### config.mk
export PLATFORM = sky130hd
export DESIGN_NAME = preemptive_priority_scheduler_core
export DESIGN_NICKNAME = d
export VERILOG_FILES = /design/src/rtl/core/pps_pkg.sv /design/src/rtl/core/pps_ram.sv /design/src/rtl/core/pps_queue_ctrl.sv /design/src/rtl/core/pps_proc_table.sv /design/src/rtl/core/preemptive_priority_scheduler_core.sv
export SDC_FILE = /design/constraint.sdc
export NUM_CORES = 1
export LEC_CHECK = 0
export ABC_AREA = 1
export ABC_CLOCK_PERIOD_IN_PS = 4200
export BUFFER_PORTS_ARGS = -buffer_cell sky130_fd_sc_hd__buf_4
export CORE_UTILIZATION = 55
export CTS_CLUSTER_DIAMETER = 80
export DETAILED_ROUTE_END_ITERATION = 6
export GPL_TIMING_DRIVEN = 0
export PLACE_DENSITY = 0.79
export SYNTH_ARGS = -nofsm -noshare
export SYNTH_HDL_FRONTEND = slang
export SYNTH_SLANG_ARGS = --single-unit
### constraint.sdc
create_clock -name aclk -period 4.2 [get_ports aclk]
set_input_delay 0.42 -clock aclk [delete_from_list [all_inputs] [get_ports aclk]]
set_output_delay 0.42 -clock aclk [all_outputs]
set_load 0.01 [all_outputs]
### src/rtl/core/pps_pkg.sv
`timescale 1ns / 1ps

package pps_pkg;

    localparam int NUM_LEVELS_DEF  = 4;
    localparam int QUEUE_DEPTH_DEF = 16;
    localparam int BURST_BITS_DEF  = 8;
    localparam int TIME_BITS_DEF   = 16;

    localparam int NUM_IDS  = 16;
    localparam int ID_W     = 4;
    localparam int PRIO_W   = 3;
    localparam int BURST_W  = 8;
    localparam int SLOT_W   = 16;
    localparam int S_DATA_W = 16;
    localparam int M_DATA_W = 32;

    localparam logic CMD_ARRIVE = 1'b0;
    localparam logic CMD_TICK   = 1'b1;

    // queue pointer operations for one cycle
    typedef struct packed {
        logic push;
        logic pop;
    } pps_qop_t;

    // process table operations for one cycle
    typedef struct packed {
        logic load;
        logic run;
    } pps_top_t;

endpackage

### src/rtl/core/pps_ram.sv
`timescale 1ns / 1ps

module pps_ram #(
    parameter int WIDTH = 4,
    parameter int DEPTH = 64,
    localparam int AW = (DEPTH > 1) ? $clog2(DEPTH) : 1
) (
    input  logic             aclk,
    input  logic             we,
    input  logic [AW-1:0]    waddr,
    input  logic [WIDTH-1:0] wdata,
    input  logic             re,
    input  logic [AW-1:0]    raddr,
    output logic [WIDTH-1:0] rdata
);

    logic [WIDTH-1:0] mem [DEPTH];
    logic [WIDTH-1:0] rdata_reg;

    always_ff @(posedge aclk) begin
        if (we) begin
            mem[waddr] <= wdata;
        end
        if (re) begin
            rdata_reg <= mem[raddr];
        end
    end

    assign rdata = rdata_reg;

endmodule

### src/rtl/core/pps_queue_ctrl.sv
`timescale 1ns / 1ps

module pps_queue_ctrl import pps_pkg::*; #(
    parameter int NUM_LEVELS  = NUM_LEVELS_DEF,
    parameter int QUEUE_DEPTH = QUEUE_DEPTH_DEF,
    localparam int LW = (NUM_LEVELS > 1) ? $clog2(NUM_LEVELS) : 1,
    localparam int PW = $clog2(QUEUE_DEPTH),
    localparam int CW = $clog2(QUEUE_DEPTH + 1),
    localparam int AW = $clog2(NUM_LEVELS * QUEUE_DEPTH)
) (
    input  logic          aclk,
    input  logic          aresetn,
    input  pps_qop_t      op,
    input  logic [LW-1:0] push_lvl,
    input  logic [LW-1:0] pop_lvl,
    output logic [AW-1:0] push_addr,
    output logic [AW-1:0] pop_addr,
    output logic          push_full,
    output logic [LW-1:0] top_lvl,
    output logic          any_ready
);

    logic [PW-1:0] head_reg  [NUM_LEVELS];
    logic [PW-1:0] tail_reg  [NUM_LEVELS];
    logic [CW-1:0] count_reg [NUM_LEVELS];

    always_ff @(posedge aclk) begin
        if (!aresetn) begin
            for (int l = 0; l < NUM_LEVELS; l++) begin
                head_reg[l]  <= '0;
                tail_reg[l]  <= '0;
                count_reg[l] <= '0;
            end
        end else begin
            for (int l = 0; l < NUM_LEVELS; l++) begin
                if (op.push && push_lvl == LW'(l)) begin
                    tail_reg[l]  <= (tail_reg[l] == PW'(QUEUE_DEPTH - 1)) ? '0
                                    : tail_reg[l] + 1'b1;
                    count_reg[l] <= count_reg[l] + 1'b1;
                end
                if (op.pop && pop_lvl == LW'(l)) begin
                    head_reg[l]  <= (head_reg[l] == PW'(QUEUE_DEPTH - 1)) ? '0
                                    : head_reg[l] + 1'b1;
                    count_reg[l] <= count_reg[l] - 1'b1;
                end
            end
        end
    end

    // lowest index wins: level 1 sits at index 0
    always_comb begin
        top_lvl   = '0;
        any_ready = 1'b0;
        for (int l = NUM_LEVELS - 1; l >= 0; l--) begin
            if (count_reg[l] != '0) begin
                top_lvl   = LW'(l);
                any_ready = 1'b1;
            end
        end
    end

    assign push_full = (count_reg[push_lvl] == CW'(QUEUE_DEPTH));
    assign push_addr = AW'(push_lvl) * AW'(QUEUE_DEPTH) + AW'(tail_reg[push_lvl]);
    assign pop_addr  = AW'(pop_lvl) * AW'(QUEUE_DEPTH) + AW'(head_reg[pop_lvl]);

endmodule

### src/rtl/core/pps_proc_table.sv
`timescale 1ns / 1ps

module pps_proc_table import pps_pkg::*; #(
    parameter int BURST_BITS = BURST_BITS_DEF
) (
    input  logic                  aclk,
    input  logic                  aresetn,
    input  pps_top_t              op,
    input  logic [ID_W-1:0]       id,
    input  logic [BURST_BITS-1:0] load_burst,
    output logic                  run_first,
    output logic                  run_done
);

    logic [BURST_BITS-1:0] remaining_reg [NUM_IDS];
    logic [NUM_IDS-1:0]    started_reg;
    logic [BURST_BITS-1:0] rem;
    logic [BURST_BITS-1:0] rem_next;

    // shared decrementer, saturating at zero
    assign rem       = remaining_reg[id];
    assign rem_next  = (rem != '0) ? rem - 1'b1 : rem;
    assign run_done  = (rem_next == '0);
    assign run_first = !started_reg[id];

    always_ff @(posedge aclk) begin
        if (op.load) begin
            remaining_reg[id] <= load_burst;
        end else if (op.run) begin
            remaining_reg[id] <= rem_next;
        end
    end

    always_ff @(posedge aclk) begin
        if (!aresetn) begin
            started_reg <= '0;
        end else if (op.load) begin
            started_reg[id] <= 1'b0;
        end else if (op.run) begin
            started_reg[id] <= 1'b1;
        end
    end

endmodule

### src/rtl/core/preemptive_priority_scheduler_core.sv
`timescale 1ns / 1ps
// Arrive request: accepted in ST_IDLE, then written to the queue and process tables in ST_EXEC.
// Tick request: accepted in ST_IDLE, head read from the queue RAM in ST_EXEC, then run and requeue in ST_RUN;
// an idle tick answers from ST_EXEC. m_tready low holds a request in its last cycle.
// One request in flight; the result register frees the input side while it waits.
// Synchronous active-low reset empties all queues, clears started flags and the slot counter;
// no clearing pass, stored ids and burst counts are only read after being written.
module preemptive_priority_scheduler_core import pps_pkg::*; #(
    parameter int NUM_LEVELS  = NUM_LEVELS_DEF,
    parameter int QUEUE_DEPTH = QUEUE_DEPTH_DEF,
    parameter int BURST_BITS  = BURST_BITS_DEF,
    parameter int TIME_BITS   = TIME_BITS_DEF
) (
    input  logic                aclk,
    input  logic                aresetn,
    input  logic                s_tvalid,
    output logic                s_tready,
    input  logic [S_DATA_W-1:0] s_tdata,  // proc_id, priority_req, burst, zero pad
    input  logic                s_tuser,  // command
    output logic                m_tvalid,
    input  logic                m_tready,
    output logic [M_DATA_W-1:0] m_tdata   // ran, run_id, first_run, finished,
                                          // slot_time, dropped, all_empty, zero pad
);

    localparam int LW = (NUM_LEVELS > 1) ? $clog2(NUM_LEVELS) : 1;
    localparam int AW = $clog2(NUM_LEVELS * QUEUE_DEPTH);

    typedef enum logic [1:0] {
        ST_IDLE,
        ST_EXEC,
        ST_RUN
    } state_t;

    state_t                state_reg;
    logic                  cmd_reg;
    logic [ID_W-1:0]       id_reg;
    logic [PRIO_W-1:0]     prio_reg;
    logic [BURST_W-1:0]    burst_reg;
    logic [LW-1:0]         lvl_reg;
    logic [TIME_BITS-1:0]  time_reg;

    logic                  m_valid_reg;
    logic                  ran_reg;
    logic [ID_W-1:0]       run_id_reg;
    logic                  first_reg;
    logic                  fin_reg;
    logic [SLOT_W-1:0]     slot_reg;
    logic                  drop_reg;
    logic                  empty_reg;

    pps_qop_t              qop;
    pps_top_t              top;
    logic [LW-1:0]         push_lvl;
    logic [AW-1:0]         push_addr;
    logic [AW-1:0]         pop_addr;
    logic                  push_full;
    logic [LW-1:0]         top_lvl;
    logic                  any_ready;
    logic                  ram_we;
    logic                  ram_re;
    logic [ID_W-1:0]       ram_wdata;
    logic [ID_W-1:0]       ram_rdata;
    logic [ID_W-1:0]       tab_id;
    logic                  run_first;
    logic                  run_done;

    logic                  out_free;
    logic                  prio_ok;
    logic [LW-1:0]         arr_lvl;
    logic [BURST_BITS-1:0] arr_burst;
    logic                  arr_drop;
    logic                  do_arrive;
    logic                  do_idle;
    logic                  do_pop;
    logic                  do_run;
    logic [SLOT_W-1:0]     slot_now;

    assign out_free  = !m_valid_reg || m_tready;
    assign prio_ok   = (prio_reg != '0) && (32'(prio_reg) <= NUM_LEVELS);
    assign arr_lvl   = LW'(prio_reg - 1'b1);
    assign arr_burst = BURST_BITS'(40'(burst_reg));
    assign arr_drop  = (arr_burst == '0) || !prio_ok || push_full;
    assign slot_now  = SLOT_W'(80'(time_reg));

    assign do_arrive = (state_reg == ST_EXEC) && (cmd_reg == CMD_ARRIVE) && out_free;
    assign do_idle   = (state_reg == ST_EXEC) && (cmd_reg == CMD_TICK) && !any_ready
                       && out_free;
    assign do_pop    = (state_reg == ST_EXEC) && (cmd_reg == CMD_TICK) && any_ready;
    assign do_run    = (state_reg == ST_RUN) && out_free;

    assign push_lvl  = (state_reg == ST_RUN) ? lvl_reg : arr_lvl;
    assign qop.push  = (do_arrive && !arr_drop) || (do_run && !run_done);
    assign qop.pop   = do_pop;
    assign top.load  = do_arrive && !arr_drop;
    assign top.run   = do_run;
    assign tab_id    = (state_reg == ST_RUN) ? ram_rdata : id_reg;

    assign ram_we    = qop.push;
    assign ram_wdata = (state_reg == ST_RUN) ? ram_rdata : id_reg;
    assign ram_re    = do_pop;

    pps_ram #(
        .WIDTH (ID_W),
        .DEPTH (NUM_LEVELS * QUEUE_DEPTH)
    ) u_ready_ram (
        .aclk  (aclk),
        .we    (ram_we),
        .waddr (push_addr),
        .wdata (ram_wdata),
        .re    (ram_re),
        .raddr (pop_addr),
        .rdata (ram_rdata)
    );

    pps_queue_ctrl #(
        .NUM_LEVELS  (NUM_LEVELS),
        .QUEUE_DEPTH (QUEUE_DEPTH)
    ) u_queue_ctrl (
        .aclk      (aclk),
        .aresetn   (aresetn),
        .op        (qop),
        .push_lvl  (push_lvl),
        .pop_lvl   (top_lvl),
        .push_addr (push_addr),
        .pop_addr  (pop_addr),
        .push_full (push_full),
        .top_lvl   (top_lvl),
        .any_ready (any_ready)
    );

    pps_proc_table #(
        .BURST_BITS (BURST_BITS)
    ) u_proc_table (
        .aclk       (aclk),
        .aresetn    (aresetn),
        .op         (top),
        .id         (tab_id),
        .load_burst (arr_burst),
        .run_first  (run_first),
        .run_done   (run_done)
    );

    always_ff @(posedge aclk) begin
        if (!aresetn) begin
            state_reg   <= ST_IDLE;
            m_valid_reg <= 1'b0;
            time_reg    <= '0;
        end else begin
            if (m_tready && !(do_arrive || do_idle || do_run)) begin
                m_valid_reg <= 1'b0;
            end
            case (state_reg)
                ST_IDLE: begin
                    if (s_tvalid) begin
                        cmd_reg   <= s_tuser;
                        id_reg    <= s_tdata[3:0];
                        prio_reg  <= s_tdata[6:4];
                        burst_reg <= s_tdata[14:7];
                        state_reg <= ST_EXEC;
                    end
                end
                ST_EXEC: begin
                    if (do_pop) begin
                        lvl_reg   <= top_lvl;
                        state_reg <= ST_RUN;
                    end else if (do_arrive) begin
                        m_valid_reg <= 1'b1;
                        ran_reg     <= 1'b0;
                        run_id_reg  <= '0;
                        first_reg   <= 1'b0;
                        fin_reg     <= 1'b0;
                        slot_reg    <= slot_now;
                        drop_reg    <= arr_drop;
                        empty_reg   <= arr_drop && !any_ready;
                        state_reg   <= ST_IDLE;
                    end else if (do_idle) begin
                        m_valid_reg <= 1'b1;
                        ran_reg     <= 1'b0;
                        run_id_reg  <= '0;
                        first_reg   <= 1'b0;
                        fin_reg     <= 1'b0;
                        slot_reg    <= slot_now;
                        drop_reg    <= 1'b0;
                        empty_reg   <= 1'b1;
                        time_reg    <= time_reg + 1'b1;
                        state_reg   <= ST_IDLE;
                    end
                end
                ST_RUN: begin
                    if (do_run) begin
                        m_valid_reg <= 1'b1;
                        ran_reg     <= 1'b1;
                        run_id_reg  <= ram_rdata;
                        first_reg   <= run_first;
                        fin_reg     <= run_done;
                        slot_reg    <= slot_now;
                        drop_reg    <= 1'b0;
                        empty_reg   <= run_done && !any_ready;
                        time_reg    <= time_reg + 1'b1;
                        state_reg   <= ST_IDLE;
                    end
                end
                default: begin
                    state_reg <= ST_IDLE;
                end
            endcase
        end
    end

    assign s_tready = (state_reg == ST_IDLE);
    assign m_tvalid = m_valid_reg;
    assign m_tdata  = {7'b0, empty_reg, drop_reg, slot_reg, fin_reg, first_reg,
                       run_id_reg, ran_reg};

endmodule

==> results.py <==
metrics = {
    "clocking": {
        "cts_root_buf": "clkbuf_16",
        "cts_sinks": 518,
        "clk_path_buf_depth": 3,
        "cts_tree": "built",
        "clock_latency_ns": 0.60,
        "cts_buffers": 52,
        "htree_levels": 2,
        "cts.clk_slew.worst_paths_ns": 0.06,
    },
    "setup_path": {
        "cp.required_ns": 4.49,
        "crit_end": "u_ready_ram.mem[33][0]",
        "critPathKind": "flop to flop",
        "end_kind": "flop",
        "reg2reg_depth": 30,
        "critical_path.reg2reg.startpoint": "state_reg[0]",
        "cpMostUsedCell": "nand2_1",
        "crit_path_start_kind": "flop",
        "crit_start": "state_reg[0]",
        "path_max_fanout": 19,
        "crit_arrival_ns": 4.44,
        "r2r-end": "u_ready_ram.mem[33][0]",
        "ff2ff_setup_slack_ns": 0.05,
        "critPathMaxStageDelay_ns": 0.33,
        "critPathSlowestCell": "dfxtp_2",
    },
    "run_status": {
        "run_status": "finished clean",
    },
    "finish": {
        "multi_input_area_um2": 7670,
        "drive_gt1_frac": 0.156,
        "seq_area_um2": 15200,
        "largest_reg_flops": 256,
        "nNetsFinal": 2582,
        "final_cell_area_um2": 28000,
        "fillerInstances": 3068,
        "layout_common_cells": "667 x nand2_1, 483 x edfxtp_1, 320 x inv_1",
        "area_growth_pct": 17.3,
        "layout_commonest_cell": "nand2_1",
    },
    "grt": {
        "grt_usage": 0.295,
        "overflow": 0,
        "grt_pass1_vias": 17500,
        "grt_max_degree": 74,
        "grt_util_met1": 0.391,
        "grtUsageMet3": 0.0651,
        "grt_pass1_wl_um": 98200,
        "top_usage_layer": "met2",
        "use_met2": 0.470,
        "antenna_found_initial": 2,
    },
    "sta": {
        "max_freq_ghz": 0.241,
        "period_share": 0.987,
        "finalCriticalPeriod_ns": 4.15,
        "setup_ws_ns": 0.0530,
        "slew_headroom": 0.249,
        "timing_hold_violations_final": 0,
        "finalSetupViolCount": 0,
        "worst_pin_slew_ns": 1.12,
        "finalSetupTns_ns": 0,
        "fin_worst_skew_ns": 0.0194,
        "slew_violations": 0,
    },
    "logic_synthesis": {
        "netlist_top_cells_area": "edfxtp_1 61%, nand2_1 11%, inv_1 5.1%",
        "synth_seq_area_share": 0.638,
        "syn_inst": 2375,
        "ys_ff_latch": 518,
        "synth_top_area_share": 0.609,
        "ys_warn_count": 0,
        "synth_edf_count": 483,
        "netlist_area_um2": 23800,
        "synth_area_leader_cell": "edfxtp_1",
        "synth_flop_cell": "edfxtp_1",
        "ys_async_sr_fraction": 0,
        "syn_area_per_cell_um2": 10.0,
        "synth_cell_types": 52,
    },
    "detailed_routing": {
        "dr.pass1.iters": 6,
        "num_vias": 18100,
        "initialDrtViolationCount": 2312,
        "drc": 0,
        "drt.antenna.violating_nets": 0,
        "via_per_inst": 5.76,
        "routed_wl_um": 65400,
        "avgRoutedWirePerCell_um": 20.8,
    },
    "place": {
        "io_buffers": 46,
        "hpwl_um": 41000,
        "gp_congestion": 0.954,
        "place_ws_ns": -1.38,
        "post_dp_cell_area_um2": 25000,
    },
    "die": {
        "coreArea_um2": 42300,
        "io_pins": 55,
        "initial_utilization": 0.563,
        "row_count": 75,
        "dieHeight_um": 210,
        "die_w_um": 210,
        "die_area_um2": 44200,
    },
    "power": {
        "power_mw": 17.8,
        "leakage_nw": 11.3,
        "max-vdd-ir-drop_mv": 0.414,
        "power_density_nw_per_um2": 638,
    },
    "flow_run": {
        "timing.max_cap.violations": 0,
    },
    "min_path": {
        "hold_class": "input port to flop",
    },
}
-- kinds of logic (layout without fill, tap and decap cells) --
| group | count (synthesis) | count (layout) | synth area share |
|---|---|---|---|
| AND/OR/NAND/NOR | 1140 | 1144 | 0.202 |
| flip-flops | 518 | 518 | 0.638 |
| buffers and inverters | 426 | 611 | 0.0731 |
| AO/OA/AOI/OAI | 232 | 232 | 0.0600 |
| adder cells (fa/ha/maj) | 30 | 30 | 0.0167 |
| XOR/XNOR | 28 | 28 | 0.0103 |
| other | 1 | 9 | 0.000157 |
-- synth_stat cells, types with 10 or more instances --
cell	n
o211ai_1	76
o22ai_1	11
nor3_1	33
a21oi_1	55
buf_2	33
xor2_1	23
buf_4	17
clkbuf_1	36
nand2_1	678
nand4_1	10
nor2_2	14
nand3_1	156
o21ai_1	23
nor2_1	188
edfxtp_1	483
dfxtp_1	35
inv_1	323
o21ai_0	46
nand2_2	23
nand3b_1	13
ha_1	27
-- cell type report --
type | count | area share
timing repair buffer | 92 | 0.0309
inverter | 334 | 0.0452
sequential | 518 | 0.544
antenna | 2 | 0.000179
buffer | 92 | 0.0214
clock buffer | 65 | 0.0505
clock inverter | 28 | 0.00779
multi-input combinational | 1441 | 0.274
tap | 577 | 0.0258
-- where the power goes --
part / internal, mW / leakage [nW] / switching, mW / total, mW
logic: 1.88 / 5.81 / 4.76 / 6.64
registers: 6.50 / 4.72 / 0.155 / 6.66
clock network: 2.56 / 0.815 / 1.98 / 4.53
-- stage by stage --
stage	util	instances	hold WS [ns]
after floorplan	-	2381	0.408
after global placement	0.589	3004	0.421
after detailed placement	0.591	3009	0.430
after CTS	0.651	3128	0.00134
after global routing	0.661	3148	0.00348
final	0.661	3149	0.0139
-- critical path, delay by kind of cell, from the launching register on --
| family | cells | cell delay (ns) |
|---|---|---|
| adders and majority gates | 2 | 0.31 |
| DFF | 1 | 0.33 |
| buffers and inverters | 8 | 1.15 |
| and+or+nand+nor | 20 | 2.01 |
-- repair_timing --
action,4_1_cts,5_1_grt
endpoints found under the setup margin,601,570
pin swaps,5,8
endpoints found under the hold margin,15,0
gates resized for setup,176,65
gates cloned,5,3
buffers inserted,6,16
hold buffers,15,0
-- layer usage --
metal	vias to the layer above	wire (um)
met5	-	0
met4	0	2810
met3	194	7480
met2	1119	30400
met1	8611	24700
li1	8207	-
-- worst min-delay path by stage --
stage / to / cells after the start / slack, ns / from
2_1_floorplan: slot_reg[15] / 0 / 0.41 / slot_now[15]
3_3_place_gp: slot_reg[15] / 0 / 0.42 / slot_now[15]
5_1_grt: arr_burst[6] / 1 / 0.003 / s_tdata[13]
3_5_place_dp: slot_reg[15] / 0 / 0.43 / slot_now[15]
4_1_cts: arr_burst[6] / 1 / 0.001 / s_tdata[13]
6_report: arr_burst[6] / 1 / 0.01 / s_tdata[13]
No activity file was read; power rests on OpenSTA's default activity.
